==> config.mk <==
export PLATFORM = sky130hd
export DESIGN_NAME = ack_retransmit_backoff_control
export DESIGN_NICKNAME = d
export VERILOG_FILES = /design/src/rtl/ackrb_pkg.sv /design/src/rtl/ack_retransmit_backoff_control.sv /design/src/rtl/ackrb_core.sv /design/src/rtl/ackrb_resq.sv
export SDC_FILE = /design/constraint.sdc
export NUM_CORES = 1
export LEC_CHECK = 0
export ABC_AREA = 1
export BUFFER_PORTS_ARGS = -buffer_cell sky130_fd_sc_hd__buf_4
export CAP_MARGIN = 5
export CORE_ASPECT_RATIO = 0.6
export CORE_UTILIZATION = 35
export CTS_CLUSTER_SIZE = 24
export DETAILED_ROUTE_END_ITERATION = 16
export HOLD_SLACK_MARGIN = 0.15
export MAX_ROUTING_LAYER = met4
export PLACE_DENSITY = 0.57
export SYNTH_ARGS = -nofsm -noshare
export SYNTH_HDL_FRONTEND = slang
export SYNTH_SLANG_ARGS = --single-unit
==> constraint.sdc <==
create_clock -name clk_i -period 10.78 [get_ports clk_i]
set_input_delay 1.617 -clock clk_i [delete_from_list [all_inputs] [get_ports clk_i]]
set_output_delay 1.617 -clock clk_i [all_outputs]
set_load 0.1 [all_outputs]
==> src/rtl/ackrb_pkg.sv <==
// shared types and constants for the ack / retransmit backoff controller
package ackrb_pkg;

  typedef enum logic [1:0] {
    CMD_ACK   = 2'd0,
    CMD_FLUSH = 2'd1,
    CMD_FAIL  = 2'd2
  } cmd_e;

  typedef enum logic [2:0] {
    ACT_SEND_ACK   = 3'd0,
    ACT_REPEAT_LOST = 3'd1,
    ACT_REPEAT_ALL = 3'd2,
    ACT_SEND_PEND  = 3'd3,
    ACT_RESET_FLOW = 3'd4
  } action_e;

  localparam logic [7:0]  LOST_CAP   = 8'hFF;
  localparam logic [15:0] GROW_LIMIT = 16'd7072;
  localparam logic [15:0] DELAY_CAP  = 16'd10000;
  // ceil(1.4142 * 2^27): exact floor(d*14142/10000) for every d below the limit
  localparam int unsigned GROW_SHIFT = 27;
  localparam logic [27:0] GROW_MUL   = 28'd189810711;

  localparam int unsigned QUEUE_DEPTH = 4;

  typedef struct packed {
    logic [2:0]  action;
    logic [63:0] stage_value;
    logic [7:0]  repeat_count;
    logic        last;
  } result_t;

  typedef struct packed {
    logic    v0;
    logic    v1;
    result_t r0;
    result_t r1;
  } push_t;

endpackage

==> src/rtl/ack_retransmit_backoff_control.sv <==
// top level: input register, event logic and result queue
//
// Sender-side acknowledgement and retransmission controller for one reliable
// flow. Each input word is one event (acknowledgement, flush or fail) and
// produces zero, one or two result words; last_o marks the final word of an
// event. An accepted word is held in the input register, is decided
// there against the flow state by combinational logic, and its results
// enter a four-entry result queue whose head drives the output port.
// A new word can be accepted every cycle while the input side does not
// stall; the single output port delivers one result per cycle while the
// receiver does not stall, so a stream of events giving two results each
// is limited by the output port. The input side stalls only while the
// input register holds an event and the result queue has fewer than two
// free entries. The repeat delay grows by a factor of about 1.4142 per
// whole-queue repeat, computed with one 13 by 28 bit multiplication by a
// fixed-point constant, and the grown value is capped at 10000 ms.
module ack_retransmit_backoff_control import ackrb_pkg::*; (
  input  logic        clk_i,
  input  logic        rst_ni,
  // event channel
  input  logic        in_valid_i,
  output logic        in_stall_o,
  input  logic [1:0]  cmd_i,
  input  logic [63:0] stage_ack_i,
  input  logic [31:0] lost_count_i,
  input  logic [15:0] rto_ms_i,
  input  logic [31:0] now_ms_i,
  input  logic        queue_busy_i,
  input  logic        queue_empty_i,
  input  logic        has_pending_i,
  // result channel
  output logic        out_valid_o,
  input  logic        out_stall_i,
  output logic [2:0]  action_o,
  output logic [63:0] stage_value_o,
  output logic [7:0]  repeat_count_o,
  output logic        last_o
);

  // input register
  logic        in_valid_q;
  logic [1:0]  cmd_q;
  logic [63:0] stage_ack_q;
  logic [31:0] lost_count_q;
  logic [15:0] rto_ms_q;
  logic [31:0] now_ms_q;
  logic        queue_busy_q;
  logic        queue_empty_q;
  logic        has_pending_q;

  logic    room;
  logic    take;
  logic    accept;
  push_t   push;
  result_t head;

  // the held event is decided as soon as the queue can absorb two words
  assign take       = in_valid_q & room;
  assign in_stall_o = in_valid_q & ~room;
  assign accept     = in_valid_i & ~in_stall_o;

  always_ff @(posedge clk_i or negedge rst_ni) begin
    if (!rst_ni) begin
      in_valid_q <= 1'b0;
    end else if (accept) begin
      in_valid_q <= 1'b1;
    end else if (take) begin
      in_valid_q <= 1'b0;
    end
  end

  // payload needs no reset
  always_ff @(posedge clk_i) begin
    if (accept) begin
      cmd_q         <= cmd_i;
      stage_ack_q   <= stage_ack_i;
      lost_count_q  <= lost_count_i;
      rto_ms_q      <= rto_ms_i;
      now_ms_q      <= now_ms_i;
      queue_busy_q  <= queue_busy_i;
      queue_empty_q <= queue_empty_i;
      has_pending_q <= has_pending_i;
    end
  end

  // flow state and decision logic
  ackrb_core u_core (
    .clk_i         (clk_i),
    .rst_ni        (rst_ni),
    .take_i        (take),
    .cmd_i         (cmd_q),
    .stage_ack_i   (stage_ack_q),
    .lost_count_i  (lost_count_q),
    .rto_ms_i      (rto_ms_q),
    .now_ms_i      (now_ms_q),
    .queue_busy_i  (queue_busy_q),
    .queue_empty_i (queue_empty_q),
    .has_pending_i (has_pending_q),
    .push_o        (push)
  );

  // result words wait here until the receiver takes them
  ackrb_resq u_resq (
    .clk_i       (clk_i),
    .rst_ni      (rst_ni),
    .push_i      (push),
    .room_o      (room),
    .out_valid_o (out_valid_o),
    .out_stall_i (out_stall_i),
    .head_o      (head)
  );

  assign action_o       = head.action;
  assign stage_value_o  = head.stage_value;
  assign repeat_count_o = head.repeat_count;
  assign last_o         = head.last;

endmodule

==> src/rtl/ackrb_core.sv <==
// flow state registers and the combinational event decision logic
module ackrb_core import ackrb_pkg::*; (
  input  logic        clk_i,
  input  logic        rst_ni,
  input  logic        take_i,
  input  logic [1:0]  cmd_i,
  input  logic [63:0] stage_ack_i,
  input  logic [31:0] lost_count_i,
  input  logic [15:0] rto_ms_i,
  input  logic [31:0] now_ms_i,
  input  logic        queue_busy_i,
  input  logic        queue_empty_i,
  input  logic        has_pending_i,
  output push_t       push_o
);

  logic [63:0] acked_stage_q, acked_stage_d;
  logic [31:0] lost_seen_q, lost_seen_d;
  logic [15:0] repeat_delay_q, repeat_delay_d;
  logic [31:0] repeat_stamp_q, repeat_stamp_d;

  logic [40:0] grow_prod;
  logic [15:0] grown_delay;
  logic [31:0] elapsed;
  logic [15:0] delay_mid;
  logic [7:0]  lost_sat;
  result_t     r0, r1;
  logic        v0, v1;

  assign grow_prod   = {28'd0, repeat_delay_q[12:0]} * {13'd0, GROW_MUL};
  assign grown_delay = (repeat_delay_q < GROW_LIMIT) ?
                       {2'b00, grow_prod[GROW_SHIFT +: 14]} : DELAY_CAP;
  assign elapsed     = now_ms_i - repeat_stamp_q;
  assign lost_sat    = (lost_count_i > {24'd0, LOST_CAP}) ? LOST_CAP : lost_count_i[7:0];

  always_comb begin
    acked_stage_d  = acked_stage_q;
    lost_seen_d    = lost_seen_q;
    repeat_delay_d = repeat_delay_q;
    repeat_stamp_d = repeat_stamp_q;
    delay_mid      = repeat_delay_q;
    r0 = '0;
    r1 = '0;
    v0 = 1'b0;
    v1 = 1'b0;
    unique case (cmd_i)
      CMD_ACK: begin
        if (stage_ack_i > acked_stage_q) begin
          acked_stage_d  = stage_ack_i;
          lost_seen_d    = '0;
          repeat_delay_d = rto_ms_i;
          repeat_stamp_d = now_ms_i;
          v0             = 1'b1;
          r0.action      = ACT_SEND_ACK;
          r0.stage_value = stage_ack_i;
        end else if (lost_count_i != '0 && lost_count_i > lost_seen_q) begin
          lost_seen_d     = lost_count_i;
          v0              = 1'b1;
          r0.action       = ACT_REPEAT_LOST;
          r0.repeat_count = lost_sat;
        end
      end
      CMD_FLUSH: begin
        // repeat part, then the pending send sees the updated delay
        if (!queue_busy_i) begin
          if (queue_empty_i) begin
            delay_mid = '0;
          end else if (elapsed > {16'd0, repeat_delay_q}) begin
            repeat_stamp_d = now_ms_i;
            delay_mid      = grown_delay;
            v0             = 1'b1;
            r0.action      = ACT_REPEAT_ALL;
          end
        end
        repeat_delay_d = delay_mid;
        if (has_pending_i) begin
          if (delay_mid == '0) begin
            repeat_delay_d = rto_ms_i;
            repeat_stamp_d = now_ms_i;
          end
          if (v0) begin
            v1        = 1'b1;
            r1.action = ACT_SEND_PEND;
          end else begin
            v0        = 1'b1;
            r0.action = ACT_SEND_PEND;
          end
        end
      end
      CMD_FAIL: begin
        acked_stage_d  = '0;
        lost_seen_d    = '0;
        repeat_delay_d = '0;
        v0             = 1'b1;
        r0.action      = ACT_RESET_FLOW;
      end
      default: begin
      end
    endcase
    r0.last = v0 & ~v1;
    r1.last = v1;
  end

  always_ff @(posedge clk_i or negedge rst_ni) begin
    if (!rst_ni) begin
      acked_stage_q  <= '0;
      lost_seen_q    <= '0;
      repeat_delay_q <= '0;
      repeat_stamp_q <= '0;
    end else if (take_i) begin
      acked_stage_q  <= acked_stage_d;
      lost_seen_q    <= lost_seen_d;
      repeat_delay_q <= repeat_delay_d;
      repeat_stamp_q <= repeat_stamp_d;
    end
  end

  always_comb begin
    push_o.v0 = take_i & v0;
    push_o.v1 = take_i & v1;
    push_o.r0 = r0;
    push_o.r1 = r1;
  end

endmodule

==> src/rtl/ackrb_resq.sv <==
// small result queue taking up to two words per cycle and giving one while the receiver does not stall
module ackrb_resq import ackrb_pkg::*; (
  input  logic        clk_i,
  input  logic        rst_ni,
  input  push_t       push_i,
  output logic        room_o,
  output logic        out_valid_o,
  input  logic        out_stall_i,
  output result_t     head_o
);

  localparam int unsigned PW = $clog2(QUEUE_DEPTH);

  result_t        mem_q [QUEUE_DEPTH];
  logic [PW-1:0]  wr_ptr_q, rd_ptr_q;
  logic [PW:0]    count_q, count_d;
  logic           pop;
  logic [PW:0]    push_n;
  logic [PW-1:0]  wr_ptr_1;

  assign room_o      = count_q <= (PW+1)'(QUEUE_DEPTH - 2);
  assign out_valid_o = count_q != '0;
  assign head_o      = mem_q[rd_ptr_q];
  assign pop         = out_valid_o & ~out_stall_i;
  assign push_n      = (PW+1)'(push_i.v0) + (PW+1)'(push_i.v1);
  assign wr_ptr_1    = wr_ptr_q + PW'(1);
  assign count_d     = count_q + push_n - (PW+1)'(pop);

  always_ff @(posedge clk_i) begin
    if (push_i.v0) begin
      mem_q[wr_ptr_q] <= push_i.r0;
    end
    if (push_i.v1) begin
      mem_q[wr_ptr_1] <= push_i.r1;
    end
  end

  always_ff @(posedge clk_i or negedge rst_ni) begin
    if (!rst_ni) begin
      wr_ptr_q <= '0;
      rd_ptr_q <= '0;
      count_q  <= '0;
    end else begin
      wr_ptr_q <= wr_ptr_q + push_n[PW-1:0];
      if (pop) begin
        rd_ptr_q <= rd_ptr_q + PW'(1);
      end
      count_q <= count_d;
    end
  end

endmodule

* Word level (Yosys, flattened, before mapping)
Memories as Yosys holds them, arrays and structs flattened. Index checks and enable logic that the tools add are counted.
Storage, ports and cells: register bits 301, memory bits (writable) 304, input port bits 153, output and inout bits 78, logic and storage cells 113, memories kept 1
Memory list:
- u_resq.mem_q | depth 4, width 76, rd ports 1, clocked after memory_dff 0, write ports 2, line ackrb_resq.sv:14 | result_t mem_q [QUEUE_DEPTH];
Operators by class: $add $sub $neg 7, $mul 1, $lt $le $gt $ge 6, equality and inequality tests 4, muxes and demuxes 54, bitwise logic cells 11, reduce and logical (&&, ||, !) cells 13
Operator list (number):
- two-way mux 32 bit | 8
- two-way mux 64 bit | 2
- one-hot mux 32 bit (2 select lines) | 2
- one-hot mux 64 bit (2 select lines) | 1
- two-way mux 16 bit | 7
- two-way mux 72 bit | 1
- greater-than comparator 64 bit | 1
- one-hot mux 16 bit (3 select lines) | 1
- multiplier 13 x 28 -> 41 bit, second input constant | 1
- greater-than comparator 32 x 16 -> 1 bit | 1
- greater-than comparator 32 bit | 1
- greater-than comparator 32 x 8 -> 1 bit, second input constant | 1
- nonzero test 32 bit | 1
- subtractor 32 bit | 1
- two-way mux 8 bit | 3
- two-way mux 3 bit | 7
- two-way mux 1 bit | 17
- zero test 16 bit | 1
- < comparator 16 x 13 -> 1 bit, second input constant | 1
- two-way mux 14 bit | 1
- AND reduction 3 bit | 4
- one-hot mux 3 bit (3 select lines) | 1
- AND 1 bit | 7
- nonzero test 2 bit | 3
- 16 further kinds | 22

* Depth between registers and ports, before layout
word-level depth 13, gate-level depth with buffers 38

* Hierarchy
A second synthesis with hierarchy kept.
Second synthesis, totals: cells, all modules 4650, area total of the unflattened synthesis 38705.9 µm²
Modules (own cells, without submodules):
- ackrb_core | instances 1, cells an instance 2719, area an instance 18346.3 µm²
- ackrb_resq | instances 1, cells an instance 1773, area an instance 15820.2 µm²
- ack_retransmit_backoff_control | instances 1, cells an instance 158, area an instance 4539.4 µm²

* Worst setup path before layout
OpenSTA, ideal clock, no wires.
path type input port to flip-flop, from in in_valid_i, to reg cmd_q[0], enable pin, library setup time 0.659 ns, arrival 7.797 ns, data required time 10.121 ns, setup slack 2.324 ns, cell stages on the path 2, path buffers 0, cell sequence inv_1 -> nor2_1
Between the ends: longest elaborated chain between the ends 1
RTL lines:
- start, declared | line ack_retransmit_backoff_control.sv:21 | input logic in_valid_i,
- AND 1 bit | line ack_retransmit_backoff_control.sv:60 | assign accept = in_valid_i & ~in_stall_o;
- via accept | line ack_retransmit_backoff_control.sv:53 | logic accept;
- end signal, assigned | line ack_retransmit_backoff_control.sv:75 | cmd_q <= cmd_i;
- end, declared | line ack_retransmit_backoff_control.sv:42 | logic [1:0] cmd_q;
The timed path passes the listed nets, and every way through them passes these cells. A chain may end at the register's enable or synchronous reset.

* Worst setup path after layout
from reg u_core.repeat_delay_q[7], to reg u_core.repeat_stamp_q[0]
Between the ends: longest elaborated chain between the ends 10, elaborated cells between the ends (all ways) 15, classes of those cells 1 x mul; 2 x order compare; 11 x mux; 1 x reduce/logical
RTL lines:
- start, declared | line ackrb_core.sv:19 | logic [15:0] repeat_delay_q, repeat_delay_d;
- start signal, assigned | line ackrb_core.sv:113 | repeat_delay_q <= repeat_delay_d;
- multiplier 13 x 28 -> 41 bit or < comparator 16 x 13 -> 1 bit (tied branches) | line ackrb_core.sv:30, ackrb_core.sv:31
- two-way mux 14 bit | line ackrb_core.sv:31 | assign grown_delay = (repeat_delay_q < GROW_LIMIT) ?
- two-way mux 16 bit | line ackrb_core.sv:68 | end else if (elapsed > {16'd0, repeat_delay_q}) begin
- two-way mux 16 bit | line ackrb_core.sv:66 | if (queue_empty_i) begin
- two-way mux 16 bit | line ackrb_core.sv:65 | if (!queue_busy_i) begin
- two-way mux 16 bit | line ackrb_core.sv:46 | unique case (cmd_i)
- zero test 16 bit | line ackrb_core.sv:77 | if (delay_mid == '0) begin
- two-way mux 32 bit | line ackrb_core.sv:77
- two-way mux 32 bit * | line ackrb_core.sv:76 | if (has_pending_i) begin
- one-hot mux 32 bit (2 select lines) * | line ackrb_core.sv:46
- end signal, assigned | line ackrb_core.sv:114 | repeat_stamp_q <= repeat_stamp_d;
- end, declared | line ackrb_core.sv:20 | logic [31:0] repeat_stamp_q, repeat_stamp_d;
Mark *: on every way between the ends. The rest lies on a longest branch, timed or not. The select of a mux whose other input is x is not followed.

==> impl_metrics.csv <==
group,metric,value,unit
floorplanning,initial_utilization,0.353,
yosys,synth_edf_count,161,
timing,maxSlewHeadroom,0.215,
yosys,synth.area.top_cells,"dfxtp_1 (16%), nand2_1 (14%), edfxtp_1 (13%)",
clock_network,cts_resized,0,
worst_setup_path,end_kind,"flop",
timing,tns,0,ns
clock_network,cts_buffer_depth,3,
cells_and_area,nFillCells,10900,
floorplanning,die-area,107000,um2
yosys,yosys.area.top_type,"dfxtp_1",
routing,wirelength,116000,um
clock_network,hold_buffers,0,
yosys,avgSynthCellArea,7.25,um2
placement,io_buffers,230,
clock_network,cts_setup_buffers,0,
cells_and_area,fin_nets,5735,
worst_setup_path,start_kind,"flop",
routing,ant_nets,0,
worst_setup_path,cpMaxStageDelayCell,"dfrtp_1",
timing,finalClockSkew,0.0372,ns
clock_network,cts-root-buf,"clkbuf_16",
yosys,synth_top_area_frac,0.158,
clock_network,cts_tree,"built",
floorplanning,fp.dieW,422,um
yosys,synth_common_cells,"nand2_1 (1340), inv_1 (891), nor2_1 (607), a21oi_1 (462), dfxtp_1 (292)",
yosys,ys_ff_latch,605,
worst_hold_path,hp-start,"u_core.repeat_stamp_q[30]$_DFFE_PN0P_",
worst_hold_path,min_path_type,"reg -> reg",
global_route,grt_overflow,0,
timing,rsz0062_at_grt,"no",
routing,vias,32000,
worst_setup_path,timing.rr.start,"u_core.repeat_delay_q[7]$_DFFE_PN0P_",
placement,post_dp_cell_area,39900,um2
yosys,yosysWarnings,0,
routing,drc,0,
routing,routedWlPerCell,17.4,um
clock_network,clock-sinks,605,
cells_and_area,area_growth,13.9,%
global_route,grt_max_degree,162,
yosys,synth_nets,5622,
clock_network,clk_pin_slew_worst_paths,0.06,ns
global_route,antenna_found_initial,3,
routing,first_iter_violations,2783,
worst_setup_path,crit_start,"u_core.repeat_delay_q[7]$_DFFE_PN0P_",
timing,fmaxAchievable,142,MHz
yosys,syn_area,37100,um2
yosys,ys_async_sr_fraction,0.251,
worst_setup_path,crit_arrival,7.60,ns
routing,drt-vias-per-instance,4.78,
worst_setup_path,required,11.32,ns
timing,fin_crit_sh,0.655,
worst_setup_path,path_class,"reg -> reg",
worst_setup_path,path_max_fanout,33,
yosys,ys_types,49,
global_route,first_global_vias,29300,
timing,slew_violations,0,
yosys,post-synth-top-count-cell,"nand2_1",
floorplanning,core_area,105000,um2
placement,place.gp.congestion,0.954,
timing,report.final.hold_viol_count,0,
outcome,status,"completed",
floorplanning,ios,231,
cells_and_area,design_area,42200,um2
yosys,seq_area_frac_synth,0.391,
timing,setup_viol,0,
global_route,grt_pass1_wl,178000,um
clock_network,numCtsBuffers,67,
worst_setup_path,cpMostUsedCell,"inv_1",
routing,drt_pass1_iterations,6,
clock_network,clk_latency,0.66,ns
floorplanning,die_h,254,um
clock_network,htree_levels,3,
timing,tightest_slew,1.17,ns
yosys,synthCells,5113,
yosys,synthFlopType,"dfxtp_1",
worst_setup_path,cp_slowest_stage_delay,0.80,ns
global_route,grt_usage,0.221,
job,drv_cap,0,
cells_and_area,drive_above_1_share,0.0744,
floorplanning,rows,92,
timing,period_minus_slack,7.06,ns
placement,hpwl,79900,um
[sequential cells by signal, indices dropped and copies added, names as in the netlist, 2 cells and up]
name and flops:
u_resq.mem_q 304, stage_ack_q 64, u_core.acked_stage_q 64, lost_count_q 32, now_ms_q 32, u_core.lost_seen_q 32
u_core.repeat_stamp_q 32, rto_ms_q 16, u_core.repeat_delay_q 16, u_resq.count_q 3, cmd_q 2, u_resq.rd_ptr_q 2
u_resq.wr_ptr_q 2
[metal layers]
metal  global-route usage  up-vias  share of wire
met4               0.0510        0          0.021
met1                0.334    14700           0.52
met3               0.0534      125          0.071
met5                    -        -              0
met2                0.289      863           0.38
li1                     -    16300              -
[critical path: cells and delay by family (launching register included)]
family	cells	cell delay, ns
compound gates	7	1.39
fa+ha+maj	6	2.49
buf+inv	4	0.23
flops	1	0.80
simple gates	11	1.97
[cells in the final DEF (no fill, tap or decap), types with 6 or more instances in the layout]
| cell type | count |
|---|---|
| a211oi_1 | 7 |
| a21o_1 | 12 |
| a21oi_1 | 460 |
| a31oi_1 | 8 |
| buf_4 | 255 |
| clkbuf_1 | 20 |
| clkbuf_16 | 73 |
| clkbuf_8 | 10 |
| clkinv_2 | 6 |
| dfrtp_1 | 151 |
| dfxtp_1 | 292 |
| edfxtp_1 | 161 |
| fa_1 | 69 |
| ha_1 | 287 |
| inv_1 | 889 |
| nand2_1 | 1336 |
| nand2_4 | 7 |
| nand3_1 | 193 |
| nand4_1 | 57 |
| nor2_1 | 603 |
| nor2_4 | 6 |
| nor3_1 | 16 |
| nor4_1 | 9 |
| o21ai_0 | 217 |
| o21ai_1 | 9 |
| o21bai_1 | 7 |
| o22ai_1 | 29 |
| xor2_1 | 20 |
[metrics by stage]
| stage | hold slack, ns | instances | worst slack [ns] | utilization |
|---|---|---|---|---|
| 2_1_floorplan | 0.442 | 5113 | 2.32 | - |
| 3_3_place_gp | 0.464 | 6567 | 3.84 | 0.380 |
| 3_5_place_dp | 0.459 | 6567 | 3.85 | 0.380 |
| 4_1_cts | 0.473 | 6691 | 3.85 | 0.402 |
| 5_1_grt | 0.483 | 6692 | 3.27 | 0.402 |
| 6_report | 0.469 | 6693 | 3.72 | 0.402 |
[logic make-up after synthesis]
kind of cell / synth area share
AND/OR/NAND/NOR: 0.243
buffers and inverters: 0.118
AO/OA/AOI/OAI: 0.109
flip-flops: 0.391
adder cells (fa/ha/maj): 0.134
XOR/XNOR: 0.00543
[final cells by class]
class / instances / area [um2] / share of cell area
clock inverter: 22 / 288 / 0.00681
sequential: 605 / 14500 / 0.343
antenna: 2 / 5.00 / 0.000119
multi-input combinational: 3400 / 18300 / 0.434
timing repair buffer: 258 / 1970 / 0.0466
clock buffer: 102 / 2030 / 0.0480
tap: 1410 / 1760 / 0.0418
inverter: 894 / 3360 / 0.0796
[path summary, 6_finish.rpt]
kind | to | slack, ns | cells past startpoint
worst max-delay path | u_core.repeat_stamp_q[0]$_DFFE_PN0P_ | 3.72 | 28
worst min-delay path | u_core.repeat_stamp_q[30]$_DFFE_PN0P_ | 0.47 | 2
worst max register to register | u_core.repeat_stamp_q[0]$_DFFE_PN0P_ | 3.72 | 28
worst min register to register | u_core.repeat_stamp_q[30]$_DFFE_PN0P_ | 0.47 | 2
max in group asynchronous | u_core.lost_seen_q[17]$_DFFE_PN0P_ | 8.51 | 2
min in group asynchronous | u_core.acked_stage_q[36]$_DFFE_PN0P_ | 0.95 | 1
Power is left out: the tool's default activity adds up to more than one toggle a clock period on the data nets, which glitch-free logic cannot reach.
